## src/rtl/weighted_prime_race_tracker_assert.svh

```systemverilog
// Assertion macros shared by the prime race tracker RTL.
// Included by weighted_prime_race_tracker.sv and wprt_mul.sv; no other dependencies.
`ifndef WEIGHTED_PRIME_RACE_TRACKER_ASSERT_SVH
`define WEIGHTED_PRIME_RACE_TRACKER_ASSERT_SVH

`ifndef SYNTHESIS
// Same-cycle implication, checked outside reset
`define WPRT_ASSERT_IMPLY(lbl, clk, rstn, ante, cons) \
  lbl: assert property (@(posedge clk) disable iff (!(rstn)) (ante) |-> (cons)) \
    else $error("assertion failed");
// Next-cycle implication, checked outside reset
`define WPRT_ASSERT_NEXT(lbl, clk, rstn, ante, cons) \
  lbl: assert property (@(posedge clk) disable iff (!(rstn)) (ante) |=> (cons)) \
    else $error("assertion failed");
`else
`define WPRT_ASSERT_IMPLY(lbl, clk, rstn, ante, cons)
`define WPRT_ASSERT_NEXT(lbl, clk, rstn, ante, cons)
`endif

`endif

```

## src/rtl/wprt_pkg.sv

```systemverilog
// Package for the prime race tracker: defaults, codes, state types and helpers.
// Used by wprt_mul.sv and weighted_prime_race_tracker.sv; no dependencies.
`timescale 1ns / 1ps
`default_nettype none

package wprt_pkg;

  // Parameter defaults
  localparam int NumPowersDef = 4;
  localparam int PrimeBitsDef = 32;

  // Fixed widths
  localparam int DiffW = 128;
  localparam int SpanW = 32;
  localparam int LimbW = 32;

  // A prime whose residue mod 4 is this value adds to the races
  localparam logic [1:0] ResidueThree = 2'd3;
  // Reset value of the last event point
  localparam logic [7:0] FirstPoint = 8'd3;

  typedef enum logic [1:0] {
    LEAD_NONE  = 2'd0,
    LEAD_THREE = 2'd1,
    LEAD_ONE   = 2'd2
  } lead_e;

  typedef enum logic [2:0] {
    ST_IDLE,
    ST_GAP,
    ST_ADD,
    ST_LEAD,
    ST_MUL_WAIT,
    ST_EMIT,
    ST_HOLD
  } state_e;

  // Sequencer to multiplier
  typedef struct packed {
    logic start;
  } mul_ctrl_t;

  // Multiplier to sequencer
  typedef struct packed {
    logic busy;
    logic done;
  } mul_stat_t;

  // Saturating 32-bit add
  function automatic logic [SpanW-1:0] sat_add(input logic [SpanW-1:0] a,
                                              input logic [SpanW-1:0] b);
    logic [SpanW:0] s;
    s = {1'b0, a} + {1'b0, b};
    return s[SpanW] ? {SpanW{1'b1}} : s[SpanW-1:0];
  endfunction

endpackage

`default_nettype wire

```

## src/rtl/wprt_mul.sv

```systemverilog
// Shared multiplier: 128-bit operand times a prime, modulo 2^128, one 32-bit limb a pass.
// Depends on wprt_pkg and weighted_prime_race_tracker_assert.svh.
`timescale 1ns / 1ps
`default_nettype none
`include "weighted_prime_race_tracker_assert.svh"

module wprt_mul #(
  parameter int PRIME_BITS = wprt_pkg::PrimeBitsDef
) (
  input  wire                                clk_i,
  input  wire                                rst_ni,
  input  wprt_pkg::mul_ctrl_t                ctrl_i,
  input  wire  [wprt_pkg::DiffW-1:0]         a_i,
  input  wire  [PRIME_BITS-1:0]              b_i,
  output wprt_pkg::mul_stat_t                stat_o,
  output logic [wprt_pkg::DiffW-1:0]         result_o
);

  localparam int ProdW  = wprt_pkg::LimbW + PRIME_BITS;
  localparam int NumLimbs = wprt_pkg::DiffW / wprt_pkg::LimbW;
  localparam logic [2:0] LastStep = 3'(NumLimbs);

  logic                        active_q;
  logic                        done_q;
  logic [2:0]                  step_q;
  logic [ProdW-1:0]            prod_q;
  logic [wprt_pkg::DiffW-1:0]  acc_q;
  logic [1:0]                  shift_idx;
  logic [wprt_pkg::DiffW-1:0]  add_term;
  logic [wprt_pkg::LimbW-1:0]  limb;

  // Pick the limb for this pass and align the previous partial product
  always_comb begin
    limb      = a_i[{step_q[1:0], 5'd0} +: wprt_pkg::LimbW];
    shift_idx = 2'(step_q - 3'd1);
    add_term  = wprt_pkg::DiffW'(prod_q) << {shift_idx, 5'd0};
  end

  // Sequence the passes
  always_ff @(posedge clk_i or negedge rst_ni) begin
    if (!rst_ni) begin
      active_q <= 1'b0;
      done_q   <= 1'b0;
      step_q   <= '0;
    end else begin
      done_q <= 1'b0;
      if (ctrl_i.start) begin
        active_q <= 1'b1;
        step_q   <= '0;
      end else if (active_q) begin
        step_q <= step_q + 3'd1;
        if (step_q == LastStep) begin
          active_q <= 1'b0;
          done_q   <= 1'b1;
        end
      end
    end
  end

  // Multiply one limb, accumulate the product of the pass before
  always_ff @(posedge clk_i) begin
    if (ctrl_i.start) begin
      acc_q <= '0;
    end else if (active_q) begin
      if (step_q != LastStep) begin
        prod_q <= ProdW'(limb) * ProdW'(b_i);
      end
      if (step_q != 3'd0) begin
        acc_q <= acc_q + add_term;
      end
    end
  end

  assign stat_o.busy = active_q;
  assign stat_o.done = done_q;
  assign result_o    = acc_q;

  `WPRT_ASSERT_IMPLY(a_done_idle, clk_i, rst_ni, done_q, !active_q)
  `WPRT_ASSERT_NEXT(a_last_pass_done, clk_i, rst_ni,
                    active_q && (step_q == LastStep) && !ctrl_i.start, done_q)

endmodule

`default_nettype wire

```

## config.mk

```make
export PLATFORM = sky130hd
export DESIGN_NAME = wprt_mul
export DESIGN_NICKNAME = d
export VERILOG_FILES = /design/src/rtl/wprt_pkg.sv /design/src/rtl/wprt_mul.sv
export VERILOG_INCLUDE_DIRS = /design/src /design/src/rtl
export SDC_FILE = /design/constraint.sdc
export NUM_CORES = 2
export LEC_CHECK = 0
export BUFFER_PORTS_ARGS = -buffer_cell sky130_fd_sc_hd__buf_4
export CELL_PAD_IN_SITES_DETAIL_PLACEMENT = 2
export CELL_PAD_IN_SITES_GLOBAL_PLACEMENT = 2
export CORE_ASPECT_RATIO = 2
export CORE_MARGIN = 2
export CORE_UTILIZATION = 44
export CTS_BUF_LIST = sky130_fd_sc_hd__clkbuf_8
export CTS_CLUSTER_SIZE = 16
export DETAILED_ROUTE_END_ITERATION = 8
export PLACE_DENSITY_LB_ADDON = 0.1
export SETUP_SLACK_MARGIN = 0.15
export SLEW_MARGIN = 10
export SYNTH_ARGS = -nofsm -noshare
export SYNTH_HDL_FRONTEND = slang
export SYNTH_SLANG_ARGS = --single-unit
```

## constraint.sdc

```tcl
create_clock -name clk_i -period 14.25 [get_ports clk_i]
set_input_delay 1.425 -clock clk_i [delete_from_list [all_inputs] [get_ports clk_i]]
set_output_delay 1.425 -clock clk_i [all_outputs]
set_load 0.01 [all_outputs]
```

# Word-level counts from Yosys, hierarchy flattened

Cells that the tools add are included.

Output and inout port bits: 130
Memories kept: 0
RAM bits: 0
ROM bits: 0
Latch bits: 0
Logic and storage cells: 26
Register bits: 197

Muxes and demuxes: 8
Eq/ne operators: 2
$add $sub $neg: 3
Bitwise gates (word level): 1
Magnitude comparators: 0
Divide/modulo/power cells: 0
Shifts and indexed selects: 2
$mul: 1
Reductions and logical operators: 4

Operator list:

| kind                | number |
|---|---|
| $add 128x128->128   | 1 |
| $shiftx 128x8->32   | 1 |
| $shl 64x7->128      | 1 |
| $mul 32x32->64      | 1 |
| $mux 1              | 6 |
| $mux 3              | 2 |
| $add 3x1->3 const B | 1 |
| $eq 3x3->1 const B  | 1 |
| $ne 3x3->1 const B  | 1 |
| $reduce_and 3->1    | 1 |
| $reduce_bool 3->1   | 1 |
| $reduce_and 2->1    | 1 |
| $reduce_bool 2->1   | 1 |
| $sub 2x1->2 const B | 1 |
| $not 1->1           | 1 |

# Depth between registers and ports, before layout

Depth in word-level cells: 4
Mapped depth: 35
Depth with buffers taken out: 31

# Least setup slack after synthesis

Ideal clock, no wire load.

Path kind: input port to flip-flop
Start point: input port a_i[112] (netlist name)
End point: register prod_q[60], data pin
Stages: 28
Data required time: 13,980 ps
Path slack: 4,977 ps
Data arrival time: 9,004 ps
Buffers on the path: 2
Cell sequence: mux4_2 clkbuf_1 and2_1 fa_1 inv_1 fa_1 fa_1 fa_1 inv_1 fa_1 inv_1 fa_1 inv_1 fa_1 fa_1 ha_1 buf_4 nand4_4 or4_1 a2111oi_2 a311oi_1 a21oi_2 nand3_1 o21ai_1 a21oi_1 o21a_4 o41ai_2 xor2_1

Longest elaborated chain between the ends: 2

RTL lines:

| item                 | RTL line       | RTL |
|---|---|---|
| from (decl)          | wprt_mul.sv:13 | `input wire [wprt_pkg::DiffW-1:0] a_i,` |
| $shiftx 128x8->32    | wprt_mul.sv:34 | `limb = a_i[{step_q[1:0], 5'd0} +: wprt_pkg::LimbW];` |
| $mul 32x32->64       | wprt_mul.sv:66 | `prod_q <= ProdW'(limb) * ProdW'(b_i);` |
| to (signal assigned) | wprt_mul.sv:66 |  |
| to (decl)            | wprt_mul.sv:26 | `logic [ProdW-1:0] prod_q;` |

No other way between the ends.
A chain may end at the register's enable or synchronous reset.

# Worst setup path after layout

Start point: register step_q[0]
End point: register prod_q[62], data pin

Longest elaborated chain between the ends: 2

RTL lines:

| item                   | RTL line       | RTL |
|---|---|---|
| from (decl)            | wprt_mul.sv:25 | `logic [2:0] step_q;` |
| from (signal assigned) | wprt_mul.sv:51 | `step_q <= step_q + 3'd1;` |
| $shiftx 128x8->32      | wprt_mul.sv:34 |  |
| $mul 32x32->64         | wprt_mul.sv:66 |  |

No other way between the ends.

==> flow_metrics.py <==
metrics = {
    "worst_setup_path": {
        "worstPathRequired_ns": 14.58,
        "crit_slowest_cell": "dfrtp_4",
        "critPathArrivalTime_ns": 11.29,
        "start_kind": "flip-flop",
        "worstSetupPathType": "flip-flop to flip-flop",
        "critPathTopFamily": "adder cells",
        "cpMostUsedCell": "fa_1",
        "end_kind": "flip-flop",
        "crit_fanout": 37,
        "crit_buf_inv": 6,
        "cpPeakStageDelay_ns": 0.92,
    },
    "logic_synthesis": {
        "synth.most_common_cell": "inv_1",
        "yosys_most_used_dff": "dfxtp_1",
        "syn_nets": 7191,
        "synth_area_per_cell_um2": 8.65,
        "synth_enable_flop_cells": 64,
        "ys_top_cells_by_area": "fa_1 (36%), ha_1 (9.9%), and2_1 (7.5%)",
        "async_reset_ff_frac": 0.0254,
        "syn_area_um2": 49600,
        "synth_cells": 5739,
        "yosysTopAreaCellShare": 0.362,
        "synth_top_cell_by_area": "fa_1",
        "synth-seq-cells": 197,
        "seq_area_frac_synth": 0.0928,
        "yosysUniqueCellTypes": 89,
        "ys_warn_count": 0,
        "netlist_top_cells_count": "inv_1 (923), fa_1 (897), nand2_1 (788), and2_1 (598), ha_1 (392)",
    },
    "global_route": {
        "first_global_vias": 53000,
        "grt_usage": 0.390,
        "grt_start_max_net_pins": 96,
        "grt_first_pass_wirelength_um": 332000,
        "antenna_found_initial": 9,
        "grt_overflow_total": 0,
    },
    "drt": {
        "vias_per_cell": 6.00,
        "via_count": 43400,
        "drt-total-wl_um": 224000,
        "wl_per_cell_um": 30.9,
        "initialDrtViolationCount": 1937,
        "drcViolationCount": 0,
        "drt_pass1_iterations": 5,
        "drtAntennaViolNets": 0,
    },
    "clock_network": {
        "cts.sinks": 197,
        "clkTransAtPathRegs_ns": 0.11,
        "cts_tree": "yes",
        "clock_path_buffers": 2,
        "cts_max_level": 4,
        "clock_latency_ns": 0.59,
        "cts_hold_buf": 0,
        "post_cts_resized": 0,
        "postCtsSetupRepairBufs": 0,
        "cts_root_buf": "clkbuf_8",
        "cts_buffers": 17,
    },
    "cells_and_area": {
        "finalNonFillerCells": 7241,
        "nets": 7179,
        "areaGrowthSynthToFinish_pct": 6.64,
        "final_layout_size_suffix_gt1_frac": 0.0713,
    },
    "floorplanning": {
        "die_h_um": 479,
        "core-area_um2": 112000,
        "initial_utilization": 0.443,
        "die_area_um2": 116000,
        "die_w_um": 242,
        "ios": 293,
        "num_rows": 174,
    },
    "timing": {
        "rsz0062_at_grt": "no",
        "relSlewSlack": 0.186,
        "final_hold_viol_count": 0,
        "worstMarginPinSlew_ns": 1.22,
        "clock_skew_ns": 0.0297,
        "period_minus_slack_ns": 10.96,
        "fmax_mhz": 91.3,
        "setup_violations": 0,
        "final.setup.tns_ns": 0,
        "slew_violations": 0,
        "fin_crit_sh": 0.769,
    },
    "placed_design": {
        "globalplace.congestion": 0.966,
        "post-dp-hpwl_um": 180000,
        "dp_cells": 7204,
        "port_buffers": 292,
    },
    "hold_path": {
        "hold_class": "flip-flop to flip-flop",
    },
    "run": {
        "max-cap-violations": 0,
    },
    "status": {
        "status": "finished, final reports clean",
    },
}
-- cell families after synthesis --
| logic type | count (synthesis) | synth area share |
|---|---|---|
| and+or+nand+nor | 1867 | 0.187 |
| AOI/OAI and AO/OA | 868 | 0.109 |
| muxes | 66 | 0.0214 |
| DFF | 197 | 0.0928 |
| adders and majority gates | 1289 | 0.460 |
| buffers and inverters | 1270 | 0.0969 |
| xor gates and xnor gates | 182 | 0.0321 |
-- layout make-up --
type,instances,area [um^2]
fillers,12500,59200
clock buffers,17,234
inverters,923,3460
clock inverters,15,93.8
repair buffers,316,2370
flip-flops and latches,197,4610
diodes,5,12.5
well taps,1496,1870
multi-input cells,4272,40300
-- final timing paths --
check	depth (start not counted)	to	slack [ns]	start
setup / recovery	29	prod_q[62]	3.29	step_q[0]
hold / removal	2	result_o[119]	0.49	result_o[119]
setup reg to reg	29	prod_q[62]	3.29	step_q[0]
hold reg to reg	2	result_o[119]	0.49	result_o[119]
max in group asynchronous	1	step_q[0]	13.45	rst_ni
min in group asynchronous	1	done_q	0.63	rst_ni
-- layout by cell type (no fill, tap or decap), drive strengths merged, types with 81 or more instances in the layout --
| cell type | count |
|---|---|
| a21o | 81 |
| a21oi | 329 |
| and2 | 598 |
| buf | 316 |
| dfxtp | 128 |
| fa | 897 |
| ha | 392 |
| inv | 932 |
| nand2 | 788 |
| nor2 | 168 |
| o21ai | 193 |
| xnor2 | 103 |
-- layer usage --
| metal | up-vias | wire length (um) | track usage |
|---|---|---|---|
| met2 | 1877 | 119000 | 0.728 |
| met3 | 1013 | 10100 | 0.0578 |
| met5 | - | 37 | 0 |
| met1 | 22500 | 69400 | 0.353 |
| li1 | 18100 | - | - |
| met4 | 6 | 25400 | 0.379 |
-- flip-flops by register name (all words and copies together) (netlist names) --
| name | count |
|---|---|
| step_q | 3 |
| prod_q | 64 |
| done_q | 1 |
| active_q | 1 |
| result_o | 128 |
-- worst reg2reg max path: cells and delay by family (launching register included) --
family / cells / cell delay, ns
simple gates: 2 / 0.46
compound gates: 10 / 2.96
mux: 1 / 0.60
buf+inv: 6 / 1.39
flops: 1 / 0.92
xor+xnor: 1 / 0.17
fa+ha+maj: 9 / 4.23
-- per-stage QoR --
stage | util | hold WS, ns | worst slack (ns) | area (um^2)
floorplan | - | 0.485 | 4.98 | 49600
global placement | 0.469 | 0.463 | 3.78 | 52600
detailed placement | 0.469 | 0.475 | 3.27 | 52600
CTS | 0.472 | 0.491 | 3.42 | 52900
global route | 0.472 | 0.512 | 3.06 | 52900
finish | 0.472 | 0.490 | 3.29 | 52900
Power is left out: the tool's default activity adds up to more than one toggle a clock period on the data nets, which glitch-free logic cannot reach.
